==> config.mk <==
export PLATFORM = sky130hd
export DESIGN_NAME = ipv4_tcp_udp_header_parser_unit
export DESIGN_NICKNAME = d
export VERILOG_FILES = /design/src/ithp_pkg.sv /design/src/ithp_frame_state.sv /design/src/ithp_classify.sv /design/src/ipv4_tcp_udp_header_parser_unit.sv
export SDC_FILE = /design/constraint.sdc
export NUM_CORES = 1
export LEC_CHECK = 0
export ABC_AREA = 1
export BUFFER_PORTS_ARGS = -buffer_cell sky130_fd_sc_hd__buf_2
export CAP_MARGIN = 10
export CORE_MARGIN = 2
export CORE_UTILIZATION = 50
export CTS_CLUSTER_SIZE = 25
export DETAILED_ROUTE_END_ITERATION = 8
export PLACE_DENSITY_LB_ADDON = 0.15
export SKIP_CTS_REPAIR_TIMING = 1
export SLEW_MARGIN = 30
export SYNTH_ARGS = -nofsm -noshare
export SYNTH_HDL_FRONTEND = slang
export SYNTH_SLANG_ARGS = --single-unit
==> constraint.sdc <==
create_clock -name i_clk -period 5.4 [get_ports i_clk]
set_clock_uncertainty 0.2 [all_clocks]
set_input_delay 0.27 -clock i_clk [delete_from_list [all_inputs] [get_ports i_clk]]
set_output_delay 0.27 -clock i_clk [all_outputs]
set_load 0.005 [all_outputs]
==> src/ithp_pkg.sv <==
// ----------------------------------------------------------------------------
// ithp_pkg
// Types and constants for the Ethernet/IPv4/TCP/UDP header parser.
// ----------------------------------------------------------------------------
`default_nettype none

package ithp_pkg;

    localparam logic [15:0] MAX_CAPTURE_BYTES = 16'd65535;

    localparam logic [15:0] ETH_LEN         = 16'd14;
    localparam logic [15:0] IPV4_ETHERTYPE  = 16'h0800;
    localparam logic [15:0] MIN_IP_HDR      = 16'd20;
    localparam logic [15:0] UDP_HDR_LEN     = 16'd8;
    localparam logic [15:0] IP_ADDR_END     = 16'd34;
    localparam logic [15:0] IDX_ETYPE_HI    = 16'd12;
    localparam logic [15:0] IDX_ETYPE_LO    = 16'd13;
    localparam logic [15:0] IDX_IHL         = 16'd14;
    localparam logic [15:0] IDX_PROTO       = 16'd23;
    localparam logic [15:0] IDX_SRC_FIRST   = 16'd26;
    localparam logic [15:0] IDX_SRC_LAST    = 16'd29;
    localparam logic [15:0] IDX_DST_FIRST   = 16'd30;
    localparam logic [15:0] IDX_DST_LAST    = 16'd33;
    localparam logic [15:0] L4_SPORT_LAST   = 16'd1;
    localparam logic [15:0] L4_DPORT_LAST   = 16'd3;
    localparam logic [15:0] L4_TCP_OFF_IDX  = 16'd12;

    localparam logic [7:0] PROTO_TCP = 8'd6;
    localparam logic [7:0] PROTO_UDP = 8'd17;

    localparam logic [1:0] ST_PARSED   = 2'd0;
    localparam logic [1:0] ST_NOT_IPV4 = 2'd1;
    localparam logic [1:0] ST_BAD_LEN  = 2'd2;

    localparam logic [1:0] L4_OTHER = 2'd0;
    localparam logic [1:0] L4_TCP   = 2'd1;
    localparam logic [1:0] L4_UDP   = 2'd2;

    typedef struct packed {
        logic [7:0] data_byte;
        logic       last;
    } t_in_item;

    typedef struct packed {
        logic [1:0]  status;
        logic [7:0]  proto_num;
        logic [5:0]  ip_hdr_bytes;
        logic [31:0] src_ip;
        logic [31:0] dst_ip;
        logic [1:0]  l4_kind;
        logic [15:0] l4_sport;
        logic [15:0] l4_dport;
        logic [5:0]  l4_hdr_bytes;
        logic [15:0] pld_bytes;
    } t_out_item;

    typedef struct packed {
        logic [15:0] byte_count;
        logic [15:0] ether_type;
        logic [3:0]  ihl_words;
        logic [7:0]  proto_seen;
        logic [31:0] source_addr;
        logic [31:0] dest_addr;
        logic [15:0] source_port;
        logic [15:0] dest_port;
        logic [3:0]  tcp_offset_words;
    } t_frame_state;

endpackage

`default_nettype wire

==> src/ithp_frame_state.sv <==
// ----------------------------------------------------------------------------
// ithp_frame_state
// Per-frame byte counter and header field capture registers.
// ----------------------------------------------------------------------------
`default_nettype none

module ithp_frame_state (
    input  wire                    i_clk,
    input  wire                    i_rst_n,
    input  wire                    i_en,
    input  ithp_pkg::t_in_item     i_item,
    output ithp_pkg::t_frame_state o_next
);

    ithp_pkg::t_frame_state r_state;
    ithp_pkg::t_frame_state n_state;

    logic [15:0] idx;
    logic [15:0] l4_off;
    logic [15:0] l4_rel;
    logic [7:0]  b;

    assign idx    = r_state.byte_count;
    assign b      = i_item.data_byte;
    assign l4_off = ithp_pkg::ETH_LEN + {10'd0, r_state.ihl_words, 2'b00};
    assign l4_rel = idx - l4_off;

    always_comb begin
        n_state = r_state;
        if (idx < ithp_pkg::MAX_CAPTURE_BYTES) begin
            priority if (idx == ithp_pkg::IDX_ETYPE_HI || idx == ithp_pkg::IDX_ETYPE_LO) begin
                n_state.ether_type = {r_state.ether_type[7:0], b};
            end else if (idx == ithp_pkg::IDX_IHL) begin
                n_state.ihl_words = b[3:0];
            end else if (idx == ithp_pkg::IDX_PROTO) begin
                n_state.proto_seen = b;
            end else if (idx >= ithp_pkg::IDX_SRC_FIRST && idx <= ithp_pkg::IDX_SRC_LAST) begin
                n_state.source_addr = {r_state.source_addr[23:0], b};
            end else if (idx >= ithp_pkg::IDX_DST_FIRST && idx <= ithp_pkg::IDX_DST_LAST) begin
                n_state.dest_addr = {r_state.dest_addr[23:0], b};
            end else begin
            end

            if (idx >= ithp_pkg::IP_ADDR_END && idx >= l4_off) begin
                priority if (l4_rel <= ithp_pkg::L4_SPORT_LAST) begin
                    n_state.source_port = {r_state.source_port[7:0], b};
                end else if (l4_rel <= ithp_pkg::L4_DPORT_LAST) begin
                    n_state.dest_port = {r_state.dest_port[7:0], b};
                end else if (l4_rel == ithp_pkg::L4_TCP_OFF_IDX) begin
                    n_state.tcp_offset_words = b[7:4];
                end else begin
                end
            end
            n_state.byte_count = idx + 16'd1;
        end
    end

    assign o_next = n_state;

    always_ff @(posedge i_clk) begin
        if (!i_rst_n) begin
            r_state <= '0;
        end else if (i_en) begin
            r_state <= i_item.last ? '0 : n_state;
        end
    end

endmodule

`default_nettype wire

==> src/ithp_classify.sv <==
// ----------------------------------------------------------------------------
// ithp_classify
// Frame status and result fields from the captured header state.
// ----------------------------------------------------------------------------
`default_nettype none

module ithp_classify (
    input  ithp_pkg::t_frame_state i_state,
    output ithp_pkg::t_out_item    o_item
);

    logic [16:0] cap;
    logic [5:0]  hl;
    logic [5:0]  tcp_hl;
    logic [16:0] l4_off;
    logic [16:0] hdr_end;
    logic [5:0]  l4_len;
    logic [1:0]  kind;
    logic [1:0]  status;

    assign cap     = {1'b0, i_state.byte_count};
    assign hl      = {i_state.ihl_words, 2'b00};
    assign tcp_hl  = {i_state.tcp_offset_words, 2'b00};
    assign l4_off  = {1'b0, ithp_pkg::ETH_LEN} + {11'd0, hl};
    assign hdr_end = l4_off + {11'd0, l4_len};

    always_comb begin
        unique case (i_state.proto_seen)
            ithp_pkg::PROTO_TCP: begin
                kind   = ithp_pkg::L4_TCP;
                l4_len = tcp_hl;
            end
            ithp_pkg::PROTO_UDP: begin
                kind   = ithp_pkg::L4_UDP;
                l4_len = ithp_pkg::UDP_HDR_LEN[5:0];
            end
            default: begin
                kind   = ithp_pkg::L4_OTHER;
                l4_len = 6'd0;
            end
        endcase
    end

    always_comb begin
        priority if (cap < {1'b0, ithp_pkg::ETH_LEN}) begin
            status = ithp_pkg::ST_BAD_LEN;
        end else if (i_state.ether_type != ithp_pkg::IPV4_ETHERTYPE) begin
            status = ithp_pkg::ST_NOT_IPV4;
        end else if (cap < {1'b0, ithp_pkg::IP_ADDR_END}) begin
            status = ithp_pkg::ST_BAD_LEN;
        end else if ({10'd0, hl} < ithp_pkg::MIN_IP_HDR) begin
            status = ithp_pkg::ST_BAD_LEN;
        end else if (cap < l4_off) begin
            status = ithp_pkg::ST_BAD_LEN;
        end else if (kind == ithp_pkg::L4_TCP &&
                     (cap < l4_off + {1'b0, ithp_pkg::MIN_IP_HDR} ||
                      {10'd0, tcp_hl} < ithp_pkg::MIN_IP_HDR || cap < hdr_end)) begin
            status = ithp_pkg::ST_BAD_LEN;
        end else if (kind == ithp_pkg::L4_UDP && cap < hdr_end) begin
            status = ithp_pkg::ST_BAD_LEN;
        end else begin
            status = ithp_pkg::ST_PARSED;
        end
    end

    always_comb begin
        o_item        = '0;
        o_item.status = status;
        if (status == ithp_pkg::ST_PARSED) begin
            o_item.proto_num    = i_state.proto_seen;
            o_item.ip_hdr_bytes = hl;
            o_item.src_ip       = i_state.source_addr;
            o_item.dst_ip       = i_state.dest_addr;
            if (kind != ithp_pkg::L4_OTHER) begin
                o_item.l4_kind      = kind;
                o_item.l4_sport     = i_state.source_port;
                o_item.l4_dport     = i_state.dest_port;
                o_item.l4_hdr_bytes = l4_len;
                o_item.pld_bytes    = (cap > hdr_end) ? 16'(cap - hdr_end) : 16'd0;
            end
        end
    end

endmodule

`default_nettype wire

==> src/ipv4_tcp_udp_header_parser_unit.sv <==
// ----------------------------------------------------------------------------
// ipv4_tcp_udp_header_parser_unit
// Result is registered: valid in the cycle after the frame's last byte advances.
// Throughput: one byte per cycle; a last byte waits only while a result is stalled.
// Reset clears the byte count, all captured fields and both valid flags.
// ----------------------------------------------------------------------------
`default_nettype none

module ipv4_tcp_udp_header_parser_unit (
    input  wire                 i_clk,
    input  wire                 i_rst_n,
    input  wire                 i_in_valid,
    output logic                o_in_stall,
    input  ithp_pkg::t_in_item  i_in_item,
    output logic                o_out_valid,
    input  wire                 i_out_stall,
    output ithp_pkg::t_out_item o_out_item
);

    logic                   r_in_valid;
    ithp_pkg::t_in_item     r_in_item;
    logic                   r_out_valid;
    ithp_pkg::t_out_item    r_out_item;

    logic                   out_free;
    logic                   advance;
    ithp_pkg::t_frame_state next_state;
    ithp_pkg::t_out_item    result;

    assign out_free   = !r_out_valid || !i_out_stall;
    assign advance    = r_in_valid && (!r_in_item.last || out_free);
    assign o_in_stall = r_in_valid && !advance;

    always_ff @(posedge i_clk) begin
        if (!i_rst_n) begin
            r_in_valid <= 1'b0;
        end else if (!o_in_stall) begin
            r_in_valid <= i_in_valid;
        end
    end

    always_ff @(posedge i_clk) begin
        if (i_in_valid && !o_in_stall) begin
            r_in_item <= i_in_item;
        end
    end

    ithp_frame_state u_frame_state (
        .i_clk   (i_clk),
        .i_rst_n (i_rst_n),
        .i_en    (advance),
        .i_item  (r_in_item),
        .o_next  (next_state)
    );

    ithp_classify u_classify (
        .i_state (next_state),
        .o_item  (result)
    );

    always_ff @(posedge i_clk) begin
        if (!i_rst_n) begin
            r_out_valid <= 1'b0;
        end else if (advance && r_in_item.last) begin
            r_out_valid <= 1'b1;
        end else if (!i_out_stall) begin
            r_out_valid <= 1'b0;
        end
    end

    always_ff @(posedge i_clk) begin
        if (advance && r_in_item.last) begin
            r_out_item <= result;
        end
    end

    assign o_out_valid = r_out_valid;
    assign o_out_item  = r_out_item;

    a_last_gives_result: assert property (@(posedge i_clk) disable iff (!i_rst_n)
        (advance && r_in_item.last) |=> o_out_valid)
        else $error("last byte did not produce a result");

    a_fail_zeroes: assert property (@(posedge i_clk) disable iff (!i_rst_n)
        (o_out_valid && o_out_item.status != ithp_pkg::ST_PARSED) |->
        (o_out_item.proto_num == 8'd0 && o_out_item.src_ip == 32'd0 &&
         o_out_item.dst_ip == 32'd0 && o_out_item.l4_kind == ithp_pkg::L4_OTHER &&
         o_out_item.pld_bytes == 16'd0))
        else $error("failed frame carries nonzero fields");

    a_other_no_ports: assert property (@(posedge i_clk) disable iff (!i_rst_n)
        (o_out_valid && o_out_item.l4_kind == ithp_pkg::L4_OTHER) |->
        (o_out_item.l4_sport == 16'd0 && o_out_item.l4_dport == 16'd0 &&
         o_out_item.l4_hdr_bytes == 6'd0))
        else $error("non-TCP/UDP result carries port fields");

    a_tcp_hdr_min: assert property (@(posedge i_clk) disable iff (!i_rst_n)
        (o_out_valid && o_out_item.l4_kind == ithp_pkg::L4_TCP) |->
        (o_out_item.status == ithp_pkg::ST_PARSED && o_out_item.l4_hdr_bytes >= 6'd20))
        else $error("TCP result with short header length");

endmodule

`default_nettype wire
==> impl_metrics.ini <==
[status]
status = finished with violations
violations = negative setup slack

[power_and_ir_drop]
irDropWorstVdd_mv = 0.270
p_seq_share_pct = 50.3
p_int_mw = 3.60
power_frac_clock_pct = 46.9
p_comb_share_pct = 2.8
sw_frac_of_total_pct = 21.1
p_sw_mw = 0.965
leakage_nw = 7.69
power_mw = 4.56
p_per_area_mw_per_mm2 = 251

[worst_setup_path]
arrival_ps = 5720
ff2ff_path_depth = 33
critPathBufInv = 3
r2r_slack_ps = -200
crit_end = o_out_item[119]
cp-start-kind = flip-flop
cp-startpoint = u_frame_state.r_state[108]
cp.required_ps = 5520
crit_fanout = 11
critPathTopFamily = simple AND/OR/NAND/NOR gates
crit_cells = 33
critical_path.endpoint_type = flip-flop
reg2reg_to = o_out_item[119]
rr_startpoint = u_frame_state.r_state[108]
crit_top_cell = nand2_1
critPathMaxStageDelay_ps = 420
slowest_stage = fa_2
path_class = reg -> reg

[detailed_routing]
ant_nets = 0
drt_iter0_drc = 1141
firstDrtPassIters = 5
vias = 12500
routedWlPerCell_um = 16.1
wl_mm = 38.9
viasPerCell = 5.18
drc = 0

[layout]
multi_input_area_mm2 = 0.00639
diodes = 0
final_common_cell = nand2_1
fillers = 2457
area_growth_syn_to_layout_pct = 26.3
final_cell_mix = nand2_1 (324), inv_1 (265), nor2_1 (222)
ff_latch_area_mm2 = 0.00716
utilization_pct = 63.7
finish.net_count = 2063
drive_gt1_share_pct = 23.8

[die]
die_h_um = 174
pin_count = 151
rows = 62
die_w_um = 174
coreArea_mm2 = 0.0285
initial_core_util_pct = 50.4
die_area_mm2 = 0.0302

[clock_network]
clk_pin_slew_worst_paths_ps = 60
cts.sinks = 287
clock_path_buffers = 3
htree_levels = 1
cts_root_buffer = clkbuf_16
cts_made_buffers = 30
cts_tree = built
clkLatencyLatePin_ps = 560

[sta]
hold_slack_ps = 228
period_minus_slack_ps = 5600
setup_ws_ps = -203
finalHoldViolCount = 0
slew_headroom_pct = 35.7
period_share_pct = 104
tightest_slew_ps = 965
rsz0062_at_grt = true
timing.fmax_mhz = 178
slew_violations = 0
setup-violations-final = 130
timing.setup.tns_ps = -20330

[yosys]
synth_top_family_by_area = simple AND/OR/NAND/NOR gates
seq_area_frac_synth_pct = 49.7
syn_area_mm2 = 0.0144
synth-main-ff-cell = dfxtp_1
async_flop_share_pct = 0
yosys_warnings = 0
synth-simple-area-share_pct = 22.2
muxShareOfSynthArea_pct = 0.348
ys_seq_elements = 287
synth_compound_area_share_pct = 12.0
syn_inst = 1793
synth.avg_cell_area_um2 = 8.03
synth-edff-count = 141
synth.distinct_cells = 56
yosys.area_share.adder_pct = 3.46
synthXorXnorAreaFrac_pct = 1.83

[global_routing]
grt_pass1_vias = 11300
grt.total_usage_pct = 23.6
globalRouteOverflowTotal = 0
antenna_found_initial = 0
grt_max_degree = 143
grt_pass1_wl_mm = 58.0

[min_path]
hold_class = in -> reg
hold_depth = 2

[place]
port_buffers = 146
dp_hpwl_mm = 24.7
gp_congestion = 0.922
dp_slack_ps = -235

[run]
maxCapViolCount = 0
worst min path at each step:
stage / start / endpoint / slack (ps)
5_1_grt: i_in_item[1] / r_in_item[1] / 210
3_3_place_gp: u_frame_state.r_state[120] / u_frame_state.r_state[120] / 250
3_5_place_dp: i_in_item[3] / r_in_item[3] / 250
2_1_floorplan: i_rst_n / o_out_valid / 170
6_report: i_in_item[1] / r_in_item[1] / 230
4_1_cts: i_in_item[8] / r_in_item[8] / -330
power by group through the flow:
stage                     registers (mW)  logic (mW)  clock network, mW
after floorplan                     2.34      0.0673                  0
after global placement              2.34       0.120                  0
after detailed placement            2.34       0.119                  0
after CTS                           2.29       0.120               2.17
after global routing                2.29       0.137               2.26
final                               2.29       0.128               2.14
worst reg2reg max path: cells and delay by family, from the launching register on:
| kind | cells | cell delay, ps |
|---|---|---|
| compound gates | 5 | 650 |
| xor+xnor | 2 | 290 |
| fa+ha+maj | 5 | 1490 |
| buf+inv | 3 | 370 |
| flops | 1 | 350 |
| simple gates | 18 | 2000 |
per-stage QoR:
step           cell area, µm²  std cells
2_1_floorplan           14400       1796
3_3_place_gp            16000       2329
3_5_place_dp            16000       2329
4_1_cts                 17100       2385
5_1_grt                 18200       2420
6_report                18200       2420
layout make-up:
cell class | count | share of cell area [%]
Clock buffer | 45 | 5.11
Clock inverter | 11 | 0.661
Inverter | 282 | 5.91
Multi-Input combinational cell | 1136 | 35.1
Sequential cell | 287 | 39.4
Tap cell | 384 | 2.64
Timing Repair Buffer | 275 | 11.1
cell usage after synthesis, types with 3 or more instances:
master / count / area share [%]
a21oi_1: 132 / 4.6
a2bb2oi_1: 9 / 0.55
buf_2: 14 / 0.49
buf_4: 12 / 0.63
buf_6: 4 / 0.31
clkbuf_1: 62 / 1.6
dfxtp_1: 146 / 20
edfxtp_1: 141 / 29
fa_1: 3 / 0.42
ha_1: 35 / 3.0
inv_1: 268 / 7.0
inv_2: 12 / 0.31
mux2i_1: 5 / 0.35
nand2_1: 330 / 8.6
nand2_2: 3 / 0.13
nand3_1: 37 / 1.3
nand3_4: 3 / 0.37
nand3b_1: 5 / 0.26
nand4_1: 16 / 0.70
nor2_1: 290 / 7.6
nor2_2: 13 / 0.57
nor2_4: 3 / 0.23
nor3_1: 23 / 0.80
nor4_1: 3 / 0.13
o21a_1: 5 / 0.26
o21ai_0: 73 / 2.5
o21ai_1: 18 / 0.63
o22ai_1: 60 / 2.6
or2_2: 10 / 0.43
xnor2_1: 6 / 0.37
xor2_1: 24 / 1.5
layer usage:
metal	track usage [%]	vias to the layer above	part of all wire [%]
li1	-	6212	-
met1	31.8	5906	44
met2	39.8	361	48
met3	3.31	65	5.7
met4	6.76	0	2.6
met5	0	-	0
registers in the layout, summed over array words and instances, names as in the netlist:
register	count
r_in_item	9
r_in_valid	1
o_out_item	132
u_frame_state.idx	16
u_frame_state.r_state	128
o_out_valid	1
kinds of logic after synthesis:
kind of cell	after synthesis
AO/OA/AOI/OAI	310
multiplexers	5
adder cells (fa/ha/maj)	38
buffers and inverters	374
flip-flops	287
other	1
AND/OR/NAND/NOR	748
XOR/XNOR	30
(Power assumes the default switching activity.)
